`config.mk`:
```
export PLATFORM = sky130hd
export DESIGN_NAME = pfre_ctrl
export DESIGN_NICKNAME = d
export VERILOG_FILES = /design/src/rtl/core/pfre_pkg.sv /design/src/rtl/core/pfre_ctrl.sv
export SDC_FILE = /design/constraint.sdc
export NUM_CORES = 1
export LEC_CHECK = 0
export ABC_CLOCK_PERIOD_IN_PS = 4700
export BUFFER_PORTS_ARGS = -buffer_cell sky130_fd_sc_hd__buf_4
export CAP_MARGIN = 10
export CORE_ASPECT_RATIO = 0.9
export CORE_MARGIN = 3
export CORE_UTILIZATION = 59
export DETAILED_ROUTE_END_ITERATION = 12
export PLACE_DENSITY_LB_ADDON = 0.25
export SKIP_LAST_GASP = 1
export SLEW_MARGIN = 0
export SYNTH_ARGS = -nofsm -noshare
export SYNTH_HDL_FRONTEND = slang
export SYNTH_SLANG_ARGS = --single-unit
```
`constraint.sdc`:
```
create_clock -name clk -period 4.7 [get_ports clk]
set_input_delay 0.94 -clock clk [delete_from_list [all_inputs] [get_ports clk]]
set_output_delay 0.94 -clock clk [all_outputs]
set_load 0.01 [all_outputs]
```
`src/rtl/core/pfre_pkg.sv`:
```
// Shared types and codes for the palette fade and rotate engine.
// Used by pfre_ctrl, pfre_datapath and palette_fade_rotate_engine.
package pfre_pkg;

    localparam int FIELD_BITS = 8;

    // Command codes carried in the request
    localparam logic [2:0] CMD_WR_WORK  = 3'd0;
    localparam logic [2:0] CMD_WR_TGT   = 3'd1;
    localparam logic [2:0] CMD_RD_WORK  = 3'd2;
    localparam logic [2:0] CMD_DIM      = 3'd3;
    localparam logic [2:0] CMD_BRIGHTEN = 3'd4;
    localparam logic [2:0] CMD_ROTATE   = 3'd5;

    localparam logic STATUS_DONE      = 1'b0;
    localparam logic STATUS_BAD_RANGE = 1'b1;

    typedef struct packed {
        logic [2:0]            cmd;
        logic [FIELD_BITS-1:0] entry_index;
        logic [FIELD_BITS-1:0] last_index;
        logic [FIELD_BITS-1:0] red_in;
        logic [FIELD_BITS-1:0] green_in;
        logic [FIELD_BITS-1:0] blue_in;
        logic [FIELD_BITS-1:0] amount;
    } req_t;

    typedef struct packed {
        logic [FIELD_BITS-1:0] red_out;
        logic [FIELD_BITS-1:0] green_out;
        logic [FIELD_BITS-1:0] blue_out;
        logic                  status;
    } rsp_t;

    // Source of the data written into the working palette
    typedef enum logic [2:0] {
        SRC_ZERO,
        SRC_INPUT,
        SRC_DIM,
        SRC_BRIGHT,
        SRC_RDATA,
        SRC_SAVED
    } wsrc_t;

    typedef struct packed {
        logic  load;       // capture request payload
        logic  rd_en;      // read both palettes at rd_addr
        logic  wp_we;      // write working palette at wr_addr
        logic  tp_we;      // write target palette at wr_addr
        wsrc_t wsrc;
        logic  save;       // keep the last working read for rotate
        logic  res_load;   // load the response register
        logic  res_read;   // response carries the read entry
        logic  res_status;
    } dp_ctrl_t;

endpackage

```
`src/rtl/core/pfre_ctrl.sv`:
```
// Controller: sequences clearing, single writes and reads, palette walks for
// dim, brighten and rotate, and the response handshake. Uses pfre_pkg.
module pfre_ctrl #(
    parameter int PALETTE_ENTRIES = 256
) (
    input  logic                                  clk,
    input  logic                                  rst_n,
    input  logic                                  req_valid,
    output logic                                  req_ready,
    input  pfre_pkg::req_t                        req,
    output logic                                  rsp_valid,
    input  logic                                  rsp_ready,
    output pfre_pkg::dp_ctrl_t                    ctrl,
    output logic [$clog2(PALETTE_ENTRIES)-1:0]    rd_addr,
    output logic [$clog2(PALETTE_ENTRIES)-1:0]    wr_addr
);
    import pfre_pkg::*;

    localparam int IDX_W = $clog2(PALETTE_ENTRIES);
    localparam int CNT_W = $clog2(PALETTE_ENTRIES + 1);
    localparam int CMP_W = (CNT_W > FIELD_BITS) ? CNT_W : FIELD_BITS;

    typedef enum logic [2:0] {
        ST_CLEAR,
        ST_IDLE,
        ST_SINGLE,
        ST_WALK,
        ST_ROT_LAST,
        ST_FINISH
    } state_t;

    state_t           state_reg;
    logic [2:0]       cmd_reg;
    logic [IDX_W-1:0] idx_reg;
    logic [IDX_W-1:0] last_reg;
    logic             ok_reg;
    logic             status_reg;
    logic [CNT_W-1:0] rd_cnt_reg;
    logic [CNT_W-1:0] end_reg;
    logic             first_pend_reg;
    logic             wb_pend_reg;
    logic             wb_save_reg;
    logic [IDX_W-1:0] wb_addr_reg;
    logic             rsp_valid_reg;

    logic idx_ok;
    logic rot_ok;
    logic is_rot;
    logic walk_rd;

    assign idx_ok = CMP_W'(req.entry_index) < CMP_W'(PALETTE_ENTRIES);
    assign rot_ok = (req.entry_index < req.last_index)
                 && (CMP_W'(req.last_index) < CMP_W'(PALETTE_ENTRIES));
    assign is_rot  = (cmd_reg == CMD_ROTATE);
    assign walk_rd = (rd_cnt_reg < end_reg);

    assign req_ready = (state_reg == ST_IDLE);
    assign rsp_valid = rsp_valid_reg;

    always_comb
    begin
        ctrl    = '0;
        rd_addr = rd_cnt_reg[IDX_W-1:0];
        wr_addr = wb_addr_reg;
        unique case (state_reg)
            ST_CLEAR:
            begin
                ctrl.wp_we = 1'b1;
                ctrl.tp_we = 1'b1;
                ctrl.wsrc  = SRC_ZERO;
                wr_addr    = rd_cnt_reg[IDX_W-1:0];
            end
            ST_IDLE:
            begin
                ctrl.load = req_valid;
            end
            ST_SINGLE:
            begin
                rd_addr = idx_reg;
                wr_addr = idx_reg;
                if (ok_reg)
                begin
                    unique case (cmd_reg)
                        CMD_WR_WORK:
                        begin
                            ctrl.wp_we = 1'b1;
                            ctrl.wsrc  = SRC_INPUT;
                        end
                        CMD_WR_TGT:
                        begin
                            ctrl.tp_we = 1'b1;
                            ctrl.wsrc  = SRC_INPUT;
                        end
                        CMD_RD_WORK:
                        begin
                            ctrl.rd_en = 1'b1;
                        end
                        default:
                        begin
                            ctrl.rd_en = 1'b0;
                        end
                    endcase
                end
            end
            ST_WALK:
            begin
                ctrl.rd_en = walk_rd;
                ctrl.wp_we = wb_pend_reg && !wb_save_reg;
                ctrl.save  = wb_pend_reg && wb_save_reg;
                unique case (cmd_reg)
                    CMD_DIM:      ctrl.wsrc = SRC_DIM;
                    CMD_BRIGHTEN: ctrl.wsrc = SRC_BRIGHT;
                    default:      ctrl.wsrc = SRC_RDATA;
                endcase
            end
            ST_ROT_LAST:
            begin
                ctrl.wp_we = 1'b1;
                ctrl.wsrc  = SRC_SAVED;
                wr_addr    = last_reg;
            end
            ST_FINISH:
            begin
                ctrl.res_load   = !rsp_valid_reg || rsp_ready;
                ctrl.res_read   = (cmd_reg == CMD_RD_WORK) && ok_reg;
                ctrl.res_status = status_reg;
            end
            default:
            begin
                ctrl.wsrc = SRC_ZERO;
            end
        endcase
    end

    always_ff @(posedge clk or negedge rst_n)
    begin
        if (!rst_n)
        begin
            state_reg      <= ST_CLEAR;
            cmd_reg        <= '0;
            idx_reg        <= '0;
            last_reg       <= '0;
            ok_reg         <= 1'b0;
            status_reg     <= STATUS_DONE;
            rd_cnt_reg     <= '0;
            end_reg        <= '0;
            first_pend_reg <= 1'b0;
            wb_pend_reg    <= 1'b0;
            wb_save_reg    <= 1'b0;
            wb_addr_reg    <= '0;
            rsp_valid_reg  <= 1'b0;
        end
        else
        begin
            if ((state_reg == ST_FINISH) && (!rsp_valid_reg || rsp_ready))
            begin
                rsp_valid_reg <= 1'b1;
            end
            else if (rsp_valid_reg && rsp_ready)
            begin
                rsp_valid_reg <= 1'b0;
            end

            unique case (state_reg)
                ST_CLEAR:
                begin
                    rd_cnt_reg <= rd_cnt_reg + CNT_W'(1);
                    if (rd_cnt_reg == CNT_W'(PALETTE_ENTRIES - 1))
                    begin
                        state_reg <= ST_IDLE;
                    end
                end
                ST_IDLE:
                begin
                    if (req_valid)
                    begin
                        cmd_reg        <= req.cmd;
                        idx_reg        <= IDX_W'(req.entry_index);
                        last_reg       <= IDX_W'(req.last_index);
                        ok_reg         <= idx_ok;
                        status_reg     <= ((req.cmd == CMD_ROTATE) && !rot_ok)
                                          ? STATUS_BAD_RANGE : STATUS_DONE;
                        first_pend_reg <= 1'b1;
                        wb_pend_reg    <= 1'b0;
                        unique case (req.cmd) inside
                            CMD_DIM, CMD_BRIGHTEN:
                            begin
                                rd_cnt_reg <= '0;
                                end_reg    <= CNT_W'(PALETTE_ENTRIES);
                                state_reg  <= ST_WALK;
                            end
                            CMD_ROTATE:
                            begin
                                rd_cnt_reg <= CNT_W'(req.entry_index);
                                end_reg    <= CNT_W'(req.last_index) + CNT_W'(1);
                                state_reg  <= rot_ok ? ST_WALK : ST_FINISH;
                            end
                            default:
                            begin
                                state_reg <= ST_SINGLE;
                            end
                        endcase
                    end
                end
                ST_SINGLE:
                begin
                    state_reg <= ST_FINISH;
                end
                ST_WALK:
                begin
                    if (walk_rd)
                    begin
                        // rotate writes each entry one place below where it was read
                        rd_cnt_reg     <= rd_cnt_reg + CNT_W'(1);
                        wb_pend_reg    <= 1'b1;
                        wb_save_reg    <= first_pend_reg && is_rot;
                        first_pend_reg <= 1'b0;
                        wb_addr_reg    <= is_rot ? IDX_W'(rd_cnt_reg - CNT_W'(1))
                                                 : rd_cnt_reg[IDX_W-1:0];
                    end
                    else
                    begin
                        wb_pend_reg <= 1'b0;
                        if (!wb_pend_reg)
                        begin
                            state_reg <= is_rot ? ST_ROT_LAST : ST_FINISH;
                        end
                    end
                end
                ST_ROT_LAST:
                begin
                    state_reg <= ST_FINISH;
                end
                ST_FINISH:
                begin
                    if (!rsp_valid_reg || rsp_ready)
                    begin
                        state_reg <= ST_IDLE;
                    end
                end
                default:
                begin
                    state_reg <= ST_IDLE;
                end
            endcase
        end
    end

`ifndef NO_ASSERTIONS
    // never read and write the same working entry in one cycle
    a_no_rw_clash: assert property (@(posedge clk) disable iff (!rst_n)
        (ctrl.rd_en && ctrl.wp_we) |-> (rd_addr != wr_addr))
        else $error("palette read and write collide on one entry");

    // a waiting response is never overwritten
    a_no_rsp_overwrite: assert property (@(posedge clk) disable iff (!rst_n)
        ctrl.res_load |-> (!rsp_valid_reg || rsp_ready))
        else $error("response register overwritten while pending");

    // one request at a time
    a_one_request: assert property (@(posedge clk) disable iff (!rst_n)
        (req_valid && req_ready) |=> !req_ready)
        else $error("second request taken while busy");

    // the saved rotate entry never goes to memory in the same cycle
    a_save_no_write: assert property (@(posedge clk) disable iff (!rst_n)
        ctrl.save |-> (!ctrl.wp_we && is_rot))
        else $error("rotate save overlaps a write-back");

    // a bad rotate range touches no memory
    a_bad_range_idle: assert property (@(posedge clk) disable iff (!rst_n)
        (state_reg == ST_FINISH && status_reg == STATUS_BAD_RANGE)
            |-> (!ctrl.wp_we && !ctrl.tp_we))
        else $error("memory written for an invalid rotate range");
`endif

endmodule

```
==> impl_metrics.tcl <==
set metrics [dict create \
    leakagePower_nw 1.88 \
    finalPower_mw 2.79 \
    grt_antenna_before_repair 0 \
    cts_setup_buffers 0 \
    switching_share_pct 44.1 \
    syn_to_final_growth_pct 15.1 \
    grt_setup_unrepaired "false" \
    synth_edf_count 0 \
    drc 0 \
    synth_top_area_share_pct 38.1 \
    numClockSinks 54 \
    cts_made_buffers 5 \
    critPathKind "reg2out" \
    drtIter0Drc 279 \
    gp_congestion 0.882 \
    worst_pin_slew_ps 781 \
    worstPathMaxFanout 33 \
    setup-violations-final 0 \
    yosysUniqueCellTypes 57 \
    floorplan.initialDensity_pct 61.6 \
    synth_compound_gate_area_share_pct 20.1 \
    fin_tns_setup_ps 0 \
    hold_violations 0 \
    fillerInstances 474 \
    ant_nets 0 \
    grt_max_degree 55 \
    worstPathArrival_ps 2650 \
    drv_cap 0 \
    grt_pass1_vias 3252 \
    routed_wl_mm 9.86 \
    synth_fa_ha_area_share_pct 6.71 \
    synthesis.area_sq_mm 0.00354 \
    synth_top_cells_by_area "dfrtp_1 (38%), nand2_1 (9.8%), ha_1 (6.7%)" \
    num_antenna_cells 0 \
    hold_slack_ps 481 \
    via_per_inst 6.25 \
    fmax_mhz 279 \
    drt_first_pass_iters 5 \
    clockPowerShare_pct 13.8 \
    status "completed" \
    cp_slowest_cell "dfrtp_1" \
    insertion_delay_ps 310 \
    seqPwrFrac_pct 33.8 \
    path_delay_family "buffers and inverters" \
    max_slew_margin_pct 47.9 \
    grt_pass1_wl_mm 15.9 \
    ys_seq_area_share_pct 38.1 \
    path_cells "inv_2, nand2b_1, inv_2, nand2_1, buf_4, inv_1, buf_4" \
    layout_setup_ws_ps 1110 \
    p_per_area_mw_per_mm2 684 \
    die_area_sq_mm 0.00698 \
    setup.worst_path.start_class "flip-flop" \
    syn-num-nets 498 \
    die_h_um 79.5 \
    wl_per_cell_um 18.5 \
    h-tree-depth 2 \
    cts_tree "done" \
    ys_seq_elements 54 \
    yosysTopAreaCell "dfrtp_1" \
    dpl.cell_count 525 \
    clock-skew-final_ps 9.66 \
    drive_gt1_share_pct 18.1 \
    whs_endpoint "end_reg[0]$_DFFE_PN0P_" \
    vias 3332 \
    power_frac_comb_pct 52.4 \
    root_buffer "clkbuf_8" \
    muxShareOfSynthArea_pct 5.54 \
    fin_nets 536 \
    reg2reg_depth 10 \
    cp_data_required_time_ps 3760 \
    synth_area_per_cell_sq_um 8.36 \
    rows 26 \
    pre_cts_slack_ps 1510 \
    portBuffers 51 \
    r2r_slack_ps 1550 \
    r2r_end "end_reg[8]$_DFFE_PN0P_" \
    async_flop_share_pct 100 \
    yosys_warnings 0 \
    grt_use_total_pct 29.8 \
    clk_pin_slew_ps 90 \
    synth_ff_type "dfrtp_1" \
    yosys.area_share.simple_pct 20.8 \
    io_pins 84 \
    clockBufferDepth 2 \
    finalCriticalPeriod_ps 3590 \
    die_x_um 87.7 \
    holdBufCountCts 0 \
    synthCells 424 \
    hold_depth 2 \
    period_share_pct 76.3 \
    hp-class "reg2reg" \
    vdd_ir_drop_max_uv 268 \
    dp_hpwl_mm 6.98 \
    slew_viol_final 0 \
    instances_no_fill 533 \
    cpPeakStageDelay_ps 830 \
    grt_overflow 0 \
    cts_resized 0 \
    synth_xor_area_share_pct 2.97 \
    p_int_mw 1.56 \
    switchingPower_mw 1.23 \
    crit_buf_inv 5 \
    worstHoldStart "end_reg[0]$_DFFE_PN0P_" \
    synth_top_family_by_area "simple AND/OR/NAND/NOR gates" \
    end_kind "output port" \
    core_area_sq_mm 0.00576 \
    reg2reg_from "state_reg[0]$_DFFE_PN0P_" \
]
## cell families after synthesis
| kind of cell | count (synthesis) |
|---|---|
| compound gates | 107 |
| xor+xnor | 12 |
| fa+ha+maj | 19 |
| buf+inv | 49 |
| flops | 54 |
| mux | 18 |
| simple gates | 165 |
## how the worst max path moves through the flow
stage / start / slack, ps / depth (start not counted) / to
4_1_cts: state_reg[1]$_DFFE_PN0P_ / 1130 / 7 / ctrl[10]
3_3_place_gp: state_reg[1]$_DFFE_PN0P_ / 1520 / 7 / ctrl[10]
3_5_place_dp: state_reg[0]$_DFFE_PN0P_ / 1510 / 7 / ctrl[10]
2_1_floorplan: rd_cnt_reg[4]$_DFFE_PN0P_ / 2120 / 6 / ctrl[9]
5_1_grt: state_reg[1]$_DFFE_PN0P_ / 890 / 7 / ctrl[10]
6_report: state_reg[1]$_DFFE_PN0P_ / 1110 / 7 / ctrl[10]
## Yosys cell counts, types with 3 or more instances
cell / count
a21oi_1: 27
a22o_1: 9
a31oi_1: 4
and3_1: 4
buf_2: 7
clkbuf_1: 15
dfrtp_1: 54
ha_1: 19
inv_1: 22
mux2_2: 9
mux2i_1: 8
nand2_1: 93
nand2b_1: 7
nand3_1: 9
nand3b_1: 4
nor2_1: 25
nor3_1: 4
nor4_1: 3
o211ai_1: 10
o21a_1: 5
o21ai_0: 24
o31ai_1: 4
or2_2: 3
or3_1: 3
xnor2_1: 11
## worst register-to-register path, cell delays in order (launching register included)
cell,delay (ps)
dfrtp_1,860
nand2b_1,250
nand2b_1,440
inv_2,230
nand2_1,70
buf_4,240
inv_1,110
buf_4,270
nand2_1,230
a31oi_1,250
a21oi_1,60
## placed cells by master (no fill, tap or decap), types with 3 or more instances in the layout
| cell type | count |
|---|---|
| and3_1 | 4 |
| nand3b_1 | 4 |
| inv_1 | 22 |
| or3_1 | 3 |
| a31oi_1 | 4 |
| o31ai_1 | 4 |
| or2_2 | 3 |
| o21a_1 | 5 |
| nor4_1 | 3 |
| dfrtp_1 | 54 |
| xnor2_1 | 11 |
| mux2_2 | 9 |
| a21oi_1 | 27 |
| nor3_1 | 4 |
| nand2_1 | 93 |
| buf_4 | 56 |
| nand2b_1 | 7 |
| a22o_1 | 9 |
| nor2_1 | 25 |
| mux2i_1 | 8 |
| o21ai_0 | 24 |
| o211ai_1 | 10 |
| ha_1 | 19 |
| nand3_1 | 9 |
| clkbuf_8 | 6 |
## power groups by stage
stage / clock (mW) / sequential [mW] / combinational, mW
floorplan: 0 / 0.797 / 1.09
global placement: 0 / 0.927 / 1.39
detailed placement: 0 / 0.938 / 1.44
CTS: 0.390 / 0.931 / 1.45
global route: 0.406 / 0.972 / 1.62
finish: 0.385 / 0.943 / 1.46
## final cells by class
class / instances / area (sq um) / share of cell area, %
well taps: 70 / 87.6 / 2.15
repair buffers: 56 / 420 / 10.3
clock inverters: 2 / 60.1 / 1.47
flip-flops and latches: 54 / 1350 / 33.1
inverters: 24 / 90.1 / 2.21
multi-input cells: 321 / 1990 / 48.7
clock buffers: 6 / 82.6 / 2.02
## per-layer routing
metal	share of wire (%)	up-vias	global-route usage [%]
met5	0	-	0
met2	48	176	49.6
met4	1.5	0	7.98
li1	-	1553	-
met1	43	1589	39.8
met3	8.3	14	5.57
## metrics by stage
| step | utilization [%] | instance area, sq um |
|---|---|---|
| after floorplan | - | 3540 |
| after global placement | 68.4 | 3940 |
| after detailed placement | 68.4 | 3940 |
| after CTS | 70.9 | 4080 |
| after global routing | 70.9 | 4080 |
| final | 70.9 | 4080 |
No activity file was read; power rests on OpenSTA's default activity.
